File: src/lgas_pkg.sv
// Shared types, action codes and constants for the aging Life grid.
// Used by every module of the block except lgas_ram; depends on nothing.
package lgas_pkg;

    localparam int GRID_WIDTH_DEF  = 8;
    localparam int GRID_HEIGHT_DEF = 8;
    localparam int AGE_W           = 3;
    localparam int GEN_W           = 8;
    localparam int QUEUE_DEPTH     = 2;
    localparam int CFG_IDX_W       = 1;
    localparam int CFG_DATA_W      = 8;

    localparam logic [1:0] ACT_CLEAR = 2'd0;
    localparam logic [1:0] ACT_WRITE = 2'd1;
    localparam logic [1:0] ACT_READ  = 2'd2;
    localparam logic [1:0] ACT_STEP  = 2'd3;

    localparam logic [CFG_IDX_W-1:0] CFG_MAX_AGE   = 1'b0;
    localparam logic [CFG_IDX_W-1:0] CFG_GEN_LIMIT = 1'b1;

    localparam logic [AGE_W-1:0] MAX_AGE_RST   = 3'd7;
    localparam logic [GEN_W-1:0] GEN_LIMIT_RST = 8'd120;
    localparam logic [GEN_W-1:0] GEN_MAX       = 8'd255;

    typedef struct packed {
        logic [1:0]       action;
        logic [2:0]       col;
        logic [2:0]       row;
        logic [AGE_W-1:0] cell_age;
    } t_item;

    typedef struct packed {
        logic [AGE_W-1:0] read_age;
        logic             grid_empty;
        logic             grid_unchanged;
        logic             limit_reached;
        logic [GEN_W-1:0] generation;
    } t_result;

    // Classified command as it sits in the queue
    typedef struct packed {
        logic [1:0]       action;
        logic             on_grid;
        logic [2:0]       col;
        logic [2:0]       row;
        logic [AGE_W-1:0] cell_age;
    } t_cmd;

endpackage

File: src/life_grid_aging_step.sv
// Toroidal Life grid with cell ages. A clear is done from idle, a write or
// read passes through the cell state, and a step sweeps one row per cycle
// through the single read port of the row RAM. Results cannot be stalled.
// Reset: grid dead at once (row valid bits, no clearing pass), count 0,
// max_age 7, generation_limit 120.
module life_grid_aging_step #(
    parameter int GRID_WIDTH  = lgas_pkg::GRID_WIDTH_DEF,
    parameter int GRID_HEIGHT = lgas_pkg::GRID_HEIGHT_DEF
) (
    input  logic                              i_clk,
    input  logic                              i_rst_n,
    input  logic                              start,
    output logic                              busy,
    input  lgas_pkg::t_item                   i_item,
    output logic                              o_done,
    output lgas_pkg::t_result                 o_result,
    input  logic                              i_cfg_we,
    input  logic [lgas_pkg::CFG_IDX_W-1:0]    i_cfg_idx,
    input  logic [lgas_pkg::CFG_DATA_W-1:0]   i_cfg_data
);

    logic [lgas_pkg::AGE_W-1:0] r_max_age;
    logic [lgas_pkg::GEN_W-1:0] r_gen_limit;

    logic           q_full;
    logic           q_empty;
    logic           push;
    logic           pop;
    lgas_pkg::t_cmd cmd;
    lgas_pkg::t_cmd head;

    always_ff @(posedge i_clk) begin
        if (!i_rst_n) begin
            r_max_age   <= lgas_pkg::MAX_AGE_RST;
            r_gen_limit <= lgas_pkg::GEN_LIMIT_RST;
        end else if (i_cfg_we) begin
            unique case (i_cfg_idx)
                lgas_pkg::CFG_MAX_AGE:   r_max_age   <= i_cfg_data[lgas_pkg::AGE_W-1:0];
                lgas_pkg::CFG_GEN_LIMIT: r_gen_limit <= i_cfg_data[lgas_pkg::GEN_W-1:0];
                default: ;
            endcase
        end
    end

    lgas_front #(
        .GRID_WIDTH  (GRID_WIDTH),
        .GRID_HEIGHT (GRID_HEIGHT)
    ) u_front (
        .i_start (start),
        .i_full  (q_full),
        .i_item  (i_item),
        .o_busy  (busy),
        .o_push  (push),
        .o_cmd   (cmd)
    );

    lgas_queue u_queue (
        .i_clk   (i_clk),
        .i_rst_n (i_rst_n),
        .i_push  (push),
        .i_cmd   (cmd),
        .i_pop   (pop),
        .o_head  (head),
        .o_empty (q_empty),
        .o_full  (q_full)
    );

    lgas_back #(
        .GRID_WIDTH  (GRID_WIDTH),
        .GRID_HEIGHT (GRID_HEIGHT)
    ) u_back (
        .i_clk       (i_clk),
        .i_rst_n     (i_rst_n),
        .i_max_age   (r_max_age),
        .i_gen_limit (r_gen_limit),
        .i_empty     (q_empty),
        .i_head      (head),
        .o_pop       (pop),
        .o_done      (o_done),
        .o_result    (o_result)
    );

endmodule

File: src/lgas_ram.sv
// Generic single-write, single-read RAM with registered read data.
// Stand-alone; no package dependency.
module lgas_ram #(
    parameter int WIDTH = 24,
    parameter int DEPTH = 8
) (
    input  logic                                  i_clk,
    input  logic                                  i_we,
    input  logic [(DEPTH > 1 ? $clog2(DEPTH) : 1)-1:0] i_waddr,
    input  logic [WIDTH-1:0]                      i_wdata,
    input  logic [(DEPTH > 1 ? $clog2(DEPTH) : 1)-1:0] i_raddr,
    output logic [WIDTH-1:0]                      o_rdata
);

    logic [WIDTH-1:0] r_mem [DEPTH];
    logic [WIDTH-1:0] r_rdata;

    always_ff @(posedge i_clk) begin
        if (i_we) begin
            r_mem[i_waddr] <= i_wdata;
        end
        r_rdata <= r_mem[i_raddr];
    end

    assign o_rdata = r_rdata;

endmodule

File: src/lgas_front.sv
// Front end: takes a command beat, checks the cell address against the grid.
// Depends on lgas_pkg; feeds lgas_queue.
module lgas_front #(
    parameter int GRID_WIDTH  = lgas_pkg::GRID_WIDTH_DEF,
    parameter int GRID_HEIGHT = lgas_pkg::GRID_HEIGHT_DEF
) (
    input  logic            i_start,
    input  logic            i_full,
    input  lgas_pkg::t_item i_item,
    output logic            o_busy,
    output logic            o_push,
    output lgas_pkg::t_cmd  o_cmd
);

    logic on_grid;

    assign on_grid = (int'(i_item.col) < GRID_WIDTH) && (int'(i_item.row) < GRID_HEIGHT);

    assign o_busy = i_full;
    assign o_push = i_start && !i_full;

    always_comb begin
        o_cmd          = '0;
        o_cmd.action   = i_item.action;
        o_cmd.on_grid  = on_grid;
        o_cmd.col      = i_item.col;
        o_cmd.row      = i_item.row;
        o_cmd.cell_age = i_item.cell_age;
    end

endmodule

File: src/lgas_queue.sv
// Short command queue between front and back end.
// Depends on lgas_pkg for the command type and depth.
module lgas_queue (
    input  logic           i_clk,
    input  logic           i_rst_n,
    input  logic           i_push,
    input  lgas_pkg::t_cmd i_cmd,
    input  logic           i_pop,
    output lgas_pkg::t_cmd o_head,
    output logic           o_empty,
    output logic           o_full
);

    localparam int QD  = lgas_pkg::QUEUE_DEPTH;
    localparam int PW  = (QD > 1) ? $clog2(QD) : 1;
    localparam int CNW = $clog2(QD + 1);

    lgas_pkg::t_cmd r_slot [QD];
    logic [PW-1:0]  r_wp;
    logic [PW-1:0]  r_rp;
    logic [CNW-1:0] r_cnt;
    logic           do_push;
    logic           do_pop;

    assign o_empty = (r_cnt == '0);
    assign o_full  = (r_cnt == CNW'(QD));
    assign o_head  = r_slot[r_rp];
    assign do_push = i_push && !o_full;
    assign do_pop  = i_pop && !o_empty;

    always_ff @(posedge i_clk) begin
        if (!i_rst_n) begin
            r_wp  <= '0;
            r_rp  <= '0;
            r_cnt <= '0;
        end else begin
            if (do_push) begin
                r_slot[r_wp] <= i_cmd;
                r_wp         <= (r_wp == PW'(QD - 1)) ? '0 : r_wp + PW'(1);
            end
            if (do_pop) begin
                r_rp <= (r_rp == PW'(QD - 1)) ? '0 : r_rp + PW'(1);
            end
            case ({do_push, do_pop})
                2'b10:   r_cnt <= r_cnt + CNW'(1);
                2'b01:   r_cnt <= r_cnt - CNW'(1);
                default: r_cnt <= r_cnt;
            endcase
        end
    end

endmodule

File: src/lgas_back.sv
// Back end: executes clear, cell write/read and the generation step.
// Grid rows live in lgas_ram; depends on lgas_pkg.
module lgas_back #(
    parameter int GRID_WIDTH  = lgas_pkg::GRID_WIDTH_DEF,
    parameter int GRID_HEIGHT = lgas_pkg::GRID_HEIGHT_DEF
) (
    input  logic                        i_clk,
    input  logic                        i_rst_n,
    input  logic [lgas_pkg::AGE_W-1:0]  i_max_age,
    input  logic [lgas_pkg::GEN_W-1:0]  i_gen_limit,
    input  logic                        i_empty,
    input  lgas_pkg::t_cmd              i_head,
    output logic                        o_pop,
    output logic                        o_done,
    output lgas_pkg::t_result           o_result
);

    localparam int AW    = lgas_pkg::AGE_W;
    localparam int ROW_W = GRID_WIDTH * AW;
    localparam int RW    = (GRID_HEIGHT > 1) ? $clog2(GRID_HEIGHT) : 1;
    localparam int CW    = $clog2(GRID_WIDTH);
    localparam int KW    = $clog2(GRID_HEIGHT + 2);
    localparam int RXW   = (RW > 3) ? RW : 3;
    localparam int CXW   = (CW > 3) ? CW : 3;

    localparam logic [1:0] S_IDLE = 2'd0;
    localparam logic [1:0] S_CELL = 2'd1;
    localparam logic [1:0] S_STEP = 2'd2;

    logic [1:0]             r_state;
    logic [KW-1:0]          r_k;
    lgas_pkg::t_cmd         r_cmd;
    logic [GRID_HEIGHT-1:0] r_valid;
    logic                   r_rd_valid;
    logic [ROW_W-1:0]       r_prev2;
    logic [ROW_W-1:0]       r_prev1;
    logic [ROW_W-1:0]       r_row0;
    logic                   r_any;
    logic                   r_same;
    logic [lgas_pkg::GEN_W-1:0] r_gen;
    logic                   r_done;
    lgas_pkg::t_result      r_res;

    logic                   ram_we;
    logic [RW-1:0]          ram_waddr;
    logic [ROW_W-1:0]       ram_wdata;
    logic [RW-1:0]          ram_raddr;
    logic [ROW_W-1:0]       ram_rdata;
    logic [ROW_W-1:0]       rd_eff;

    logic [RXW-1:0]         head_row_x;
    logic [RXW-1:0]         cmd_row_x;
    logic [CXW-1:0]         cmd_col_x;
    logic [CW-1:0]          col_i;
    logic [AW-1:0]          cell_rd;
    logic [ROW_W-1:0]       cell_row;

    logic [ROW_W-1:0]       up_row;
    logic [ROW_W-1:0]       mid_row;
    logic [ROW_W-1:0]       dn_row;
    logic [ROW_W-1:0]       new_row;
    logic [GRID_WIDTH-1:0]  up_l;
    logic [GRID_WIDTH-1:0]  mid_l;
    logic [GRID_WIDTH-1:0]  dn_l;
    logic [GRID_WIDTH-1:0]  new_l;
    logic                   row_any;
    logic                   row_same;
    logic [KW-1:0]          k_m2;
    logic                   step_wr;
    logic                   step_last;
    logic [lgas_pkg::GEN_W-1:0] gen_inc;

    lgas_ram #(
        .WIDTH (ROW_W),
        .DEPTH (GRID_HEIGHT)
    ) u_rows (
        .i_clk   (i_clk),
        .i_we    (ram_we),
        .i_waddr (ram_waddr),
        .i_wdata (ram_wdata),
        .i_raddr (ram_raddr),
        .o_rdata (ram_rdata)
    );

    // rows never written since clear read as dead
    assign rd_eff = r_rd_valid ? ram_rdata : '0;

    assign head_row_x = RXW'(i_head.row);
    assign cmd_row_x  = RXW'(r_cmd.row);
    assign cmd_col_x  = CXW'(r_cmd.col);
    assign col_i      = cmd_col_x[CW-1:0];

    assign o_pop = (r_state == S_IDLE) && !i_empty;

    assign k_m2      = r_k - KW'(2);
    assign step_wr   = (r_state == S_STEP) && (r_k >= KW'(2));
    assign step_last = (r_k == KW'(GRID_HEIGHT + 1));
    assign gen_inc   = (r_gen != lgas_pkg::GEN_MAX) ? r_gen + 8'd1 : r_gen;

    // read address: the head's row for a cell access; for a step row H-1 first, then rows 0..H-1 in the sweep
    always_comb begin
        ram_raddr = '0;
        if (r_state == S_IDLE) begin
            if (i_head.action == lgas_pkg::ACT_STEP) begin
                ram_raddr = RW'(GRID_HEIGHT - 1);
            end else if (i_head.on_grid) begin
                ram_raddr = head_row_x[RW-1:0];
            end
        end else if (r_state == S_STEP && r_k < KW'(GRID_HEIGHT)) begin
            ram_raddr = r_k[RW-1:0];
        end
    end

    // single-cell access on the fetched row
    always_comb begin
        cell_rd  = '0;
        cell_row = rd_eff;
        for (int c = 0; c < GRID_WIDTH; c++) begin
            if (CW'(c) == col_i) begin
                cell_rd            = rd_eff[c*AW +: AW];
                cell_row[c*AW +: AW] = r_cmd.cell_age;
            end
        end
    end

    // one row of the generation: window of old rows above, at and below
    assign up_row  = r_prev2;
    assign mid_row = r_prev1;
    assign dn_row  = step_last ? r_row0 : rd_eff;

    always_comb begin
        for (int c = 0; c < GRID_WIDTH; c++) begin
            up_l[c]  = |up_row[c*AW +: AW];
            mid_l[c] = |mid_row[c*AW +: AW];
            dn_l[c]  = |dn_row[c*AW +: AW];
        end
    end

    always_comb begin
        logic [3:0]    n;
        logic [AW-1:0] a;
        logic [AW-1:0] nx;
        int            lc;
        int            rc;
        new_row = '0;
        new_l   = '0;
        for (int c = 0; c < GRID_WIDTH; c++) begin
            lc = (c == 0) ? GRID_WIDTH - 1 : c - 1;
            rc = (c == GRID_WIDTH - 1) ? 0 : c + 1;
            n  = 4'(up_l[lc]) + 4'(up_l[c]) + 4'(up_l[rc])
               + 4'(mid_l[lc]) + 4'(mid_l[rc])
               + 4'(dn_l[lc]) + 4'(dn_l[c]) + 4'(dn_l[rc]);
            a  = mid_row[c*AW +: AW];
            nx = '0;
            if (a != '0) begin
                if (n == 4'd2 || n == 4'd3) begin
                    nx = (a < i_max_age) ? a + 3'd1 : a;
                end
            end else if (n == 4'd3) begin
                nx = 3'd1;
            end
            new_row[c*AW +: AW] = nx;
            new_l[c]            = |nx;
        end
    end

    assign row_any  = |new_l;
    assign row_same = (new_row == mid_row);

    always_comb begin
        ram_we    = 1'b0;
        ram_waddr = '0;
        ram_wdata = new_row;
        if (r_state == S_CELL && r_cmd.action == lgas_pkg::ACT_WRITE) begin
            ram_we    = 1'b1;
            ram_waddr = cmd_row_x[RW-1:0];
            ram_wdata = cell_row;
        end else if (step_wr) begin
            ram_we    = 1'b1;
            ram_waddr = k_m2[RW-1:0];
        end
    end

    always_ff @(posedge i_clk) begin
        if (!i_rst_n) begin
            r_state <= S_IDLE;
            r_valid <= '0;
            r_gen   <= '0;
            r_done  <= 1'b0;
        end else begin
            r_done     <= 1'b0;
            r_rd_valid <= r_valid[ram_raddr];
            if (ram_we) begin
                r_valid[ram_waddr] <= 1'b1;
            end
            unique case (r_state)
                S_IDLE: begin
                    if (!i_empty) begin
                        unique case (i_head.action) inside
                            lgas_pkg::ACT_CLEAR: begin
                                r_valid <= '0;
                                r_gen   <= '0;
                                r_done  <= 1'b1;
                                r_res   <= '0;
                            end
                            lgas_pkg::ACT_WRITE, lgas_pkg::ACT_READ: begin
                                if (i_head.on_grid) begin
                                    r_cmd   <= i_head;
                                    r_state <= S_CELL;
                                end else begin
                                    r_done           <= 1'b1;
                                    r_res            <= '0;
                                    r_res.generation <= r_gen;
                                end
                            end
                            default: begin
                                r_k     <= '0;
                                r_any   <= 1'b0;
                                r_same  <= 1'b1;
                                r_state <= S_STEP;
                            end
                        endcase
                    end
                end
                S_CELL: begin
                    r_done           <= 1'b1;
                    r_res            <= '0;
                    r_res.generation <= r_gen;
                    if (r_cmd.action == lgas_pkg::ACT_READ) begin
                        r_res.read_age <= cell_rd;
                    end
                    r_state <= S_IDLE;
                end
                S_STEP: begin
                    r_prev2 <= r_prev1;
                    r_prev1 <= rd_eff;
                    r_k     <= r_k + KW'(1);
                    if (r_k == KW'(1)) begin
                        r_row0 <= rd_eff;
                    end
                    if (step_wr) begin
                        r_any  <= r_any | row_any;
                        r_same <= r_same & row_same;
                    end
                    if (step_last) begin
                        r_gen                <= gen_inc;
                        r_done               <= 1'b1;
                        r_res.read_age       <= '0;
                        r_res.grid_empty     <= !(r_any | row_any);
                        r_res.grid_unchanged <= r_same & row_same;
                        r_res.limit_reached  <= (gen_inc >= i_gen_limit);
                        r_res.generation     <= gen_inc;
                        r_state              <= S_IDLE;
                    end
                end
                default: begin
                    r_state <= S_IDLE;
                end
            endcase
        end
    end

    assign o_done   = r_done;
    assign o_result = r_res;

endmodule

File: config.mk
export PLATFORM = sky130hd
export DESIGN_NAME = life_grid_aging_step
export DESIGN_NICKNAME = d
export VERILOG_FILES = /design/src/lgas_pkg.sv /design/src/life_grid_aging_step.sv /design/src/lgas_ram.sv /design/src/lgas_front.sv /design/src/lgas_queue.sv /design/src/lgas_back.sv
export SDC_FILE = /design/constraint.sdc
export NUM_CORES = 1
export LEC_CHECK = 0
export ABC_AREA = 1
export BUFFER_PORTS_ARGS = -buffer_cell sky130_fd_sc_hd__buf_2
export CAP_MARGIN = 20
export CELL_PAD_IN_SITES_DETAIL_PLACEMENT = 1
export CELL_PAD_IN_SITES_GLOBAL_PLACEMENT = 2
export CORE_UTILIZATION = 30
export DETAILED_ROUTE_END_ITERATION = 8
export GPL_TIMING_DRIVEN = 0
export PLACE_DENSITY_LB_ADDON = 0.08
export SYNTH_ARGS = -nofsm -noshare
export SYNTH_HDL_FRONTEND = slang
export SYNTH_SLANG_ARGS = --single-unit
export TNS_END_PERCENT = 5
File: constraint.sdc
create_clock -name i_clk -period 5.9 [get_ports i_clk]
set_input_delay 0 -clock i_clk [delete_from_list [all_inputs] [get_ports i_clk]]
set_output_delay 0 -clock i_clk [all_outputs]
set_load 0.1 [all_outputs]
==> metrics.csv <==
stage,metric,value,unit
finish,fin_nets,2093,
drt,vias,13600,
clock_tree,cts_made_buffers,44,
clock_tree,cts-root-buf,clkbuf_16,
sta,setup_violations,0,
placed_design,gp_congestion,0.822,
grt,grt-ovfl-total,0,
finish,multiInputGateArea,0.00697,mm^2
drt,wl_per_cell,21.5,um
logic_synthesis,avgSynthCellArea,10.2,um^2
finish,area_growth,18.2,%
critical_path,crit_slowest_cell,fa_1,
power,ir_drop,272,uV
logic_synthesis,ys_ff_latch,377,
floorplanning,die_x,251,um
finish,final_common_cell,edfxtp_1,
floorplanning,io-pin-count,40,
drt,drtIter0Drc,727,
logic_synthesis,synth_cells,1828,
logic_synthesis,synth_nets,1960,
critical_path,crit_required,6360,ps
placed_design,place_inst,2661,
grt,grt_pass1_wl,90500,um
finish,final-seq-area,0.0107,mm^2
drt,ant_nets,0,
clock_tree,cts_sinks,377,
clock_tree,clk_pin_slew,60,ps
floorplanning,die_h,251,um
sta,fin_crit,5540,ps
floorplanning,core_region_area,0.0608,mm^2
sta,max_freq,0.180,GHz
sta,worst_pin_slew,1030,ps
finish,mostFrequentLayoutCells,"edfxtp_1, nand2_1, nor2_1, inv_1, o21ai_0",
critical_path,cpMostUsedCell,inv_1,
placed_design,port_buffers,39,
sta,clock_skew,39.0,ps
floorplanning,rows,90,
finish,layout.cells.non_filler,2779,
power,leakage,8.68,nW
grt,track_usage,19.3,%
logic_synthesis,yosys_warnings,0,
finish,diodes,0,
drt,drc,0,
critical_path,cp_slowest_stage_delay,550,ps
placed_design,dp_hpwl,44900,um
drt,firstDrtPassIters,5,
run,drv_cap,0,
drt,routed_wl,59800,um
critical_path,critical_path_buf_inv_count,8,
finish,layout-drive-gt1-share,11.3,%
clock_tree,clock_latency,600,ps
floorplanning,die_area,0.0629,mm^2
sta,rsz0062_at_grt,no,
power,p_per_area,646,mW/mm^2
finish,final_util,36.1,%
sta,setup-tns-final,0,ps
floorplanning,initial_core_util,30.5,%
status,status,completed,
grt,grt_max_degree,35,
critical_path,worst_setup_path_end_kind,register,
clock_tree,ctsHtreeMaxLevel,2,
critical_path,cp_max_fo,10,
sta,post-route-period-util,94.0,%
grt,antenna_found_initial,0,
critical_path,path_delay_family,adder cells,
finish,fillers,6843,
critical_path,critPathArrivalTime,6000,ps
critical_path,crit_path_start_kind,register,
clock_tree,cts_tree,built,
sta,hold_violations,0,
drt,viasPerCell,4.90,
logic_synthesis,syn-cell-area,0.0186,mm^2
grt,grt_pass1_vias,14500,
critical_path,critPathKind,reg -> reg,
clock_tree,clk_path_buf_depth,3,
min_path,min_path_type,in -> reg,
logic_synthesis,ys_seq_area_share,57.8,%
sta,finalMaxSlewViolations,0,
sta,slew_headroom,30.4,%
logic_synthesis,ys_types,51,
through the flow:
stage / hold WS (ps) / total power, W / worst slack [ps] / cell area [um^2]
after floorplan: 98.9 / 0.00865 / 950 / 18600
after global placement: 187 / 0.0113 / -1080 / 19700
after detailed placement: 191 / 0.0115 / -1170 / 20000
after CTS: 93.4 / 0.0143 / -74.3 / 21800
after global routing: 120 / 0.0153 / 7.24 / 22000
final: 141 / 0.0142 / 356 / 22000
path summary, 6_finish.rpt:
check	start	end	slack (ps)	cells after the start
worst max-delay path	u_back.r_k[1]	u_back.r_same	360	25
worst min register to register	u_queue.r_rp	register	450	1
worst min-delay path	i_item[1]	u_queue.r_slot[1][1]	140	2
worst max register to register	u_back.r_k[1]	u_back.r_same	360	25
state kept, by name, indices dropped and copies added (netlist names), 8 cells and up, named ones only:
| signal | cells |
|---|---|
| u_back.r_gen | 8 |
| u_back.r_row0 | 24 |
| u_back.o_result | 14 |
| u_queue.r_slot | 22 |
| u_back.u_rows.r_mem | 192 |
| u_back.r_valid | 8 |
| u_back.u_rows.o_rdata | 24 |
| r_gen_limit | 8 |
| u_back.r_prev2 | 24 |
| u_back.mid_row | 24 |
layer usage:
metal / global-route usage [%] / wire length, um / vias to the layer above
met5: 0 / 0 / -
met2: 31.8 / 27700 / 175
met4: 4.77 / 1310 / 0
met3: 2.72 / 1710 / 69
li1: - / - / 6587
met1: 26.6 / 29000 / 6776
synthesized netlist by cell type (all sizes together):
cell    number  share of area (%)
nand3b       3               0.12
edfxtp     318                 51
o221ai       3               0.14
o41ai        1              0.047
clkinv       1              0.020
xor2         6               0.28
o21bai      25                1.0
o211ai      14               0.57
clkbuf      18               0.37
mux2i        8               0.43
o21ba        1              0.054
and3         1              0.034
nand3       74                2.0
or2          5               0.17
nor4         9               0.34
o21ai      190                5.2
a31o         1              0.047
ha          78                5.3
nand4       16               0.54
a31oi       25               0.84
a21boi       2               0.10
buf         38                1.4
nor3        22               0.75
a21oi       71                1.9
dfxtp       59                6.4
inv        213                4.3
o21a         4               0.16
xnor2        3               0.14
or3          1              0.034
nor2       238                4.9
nor3b        1              0.040
fa          30                3.2
o22ai       32                1.1
nand2      310                6.3
a41oi        7               0.33
power by group:
part | total (W) | internal (W) | switching [W] | leakage, nW
registers | 0.00394 | 0.00375 | 0.000191 | 3.42
logic | 0.00760 | 0.00230 | 0.00530 | 4.59
clock network | 0.00264 | 0.00150 | 0.00114 | 0.665
total | 0.0142 | 0.00755 | 0.00663 | 8.68
layout make-up:
class                           instances  share of cell area [%]
Buffer                                 56                    1.53
Clock buffer                           67                    5.59
Clock inverter                         15                   0.701
Inverter                              214                    3.66
Multi-Input combinational cell       1181                    31.8
Sequential cell                       377                    48.9
Tap cell                              782                    4.46
Timing Repair Buffer                   87                    3.42
repair_timing:
action	4_1_cts	5_1_grt
hold buffers	31	0
setup endpoints to repair	164	104
gates resized for setup	25	13
cloned	0	0
pin swaps	0	1
endpoints found under the hold margin	37	0
setup buffers	0	1
cells by family (layout without fill, tap and decap cells):
| kind of cell | count (synthesis) | count (layout) | synth area share (%) |
|---|---|---|---|
| adder cells (fa/ha/maj) | 108 | 108 | 8.49 |
| buffers and inverters | 270 | 439 | 6.10 |
| multiplexers | 8 | 8 | 0.431 |
| AND/OR/NAND/NOR | 680 | 680 | 15.3 |
| flip-flops | 377 | 377 | 57.8 |
| XOR/XNOR | 9 | 9 | 0.425 |
| AO/OA/AOI/OAI | 376 | 376 | 11.5 |
No activity file was read; power rests on OpenSTA's default activity.
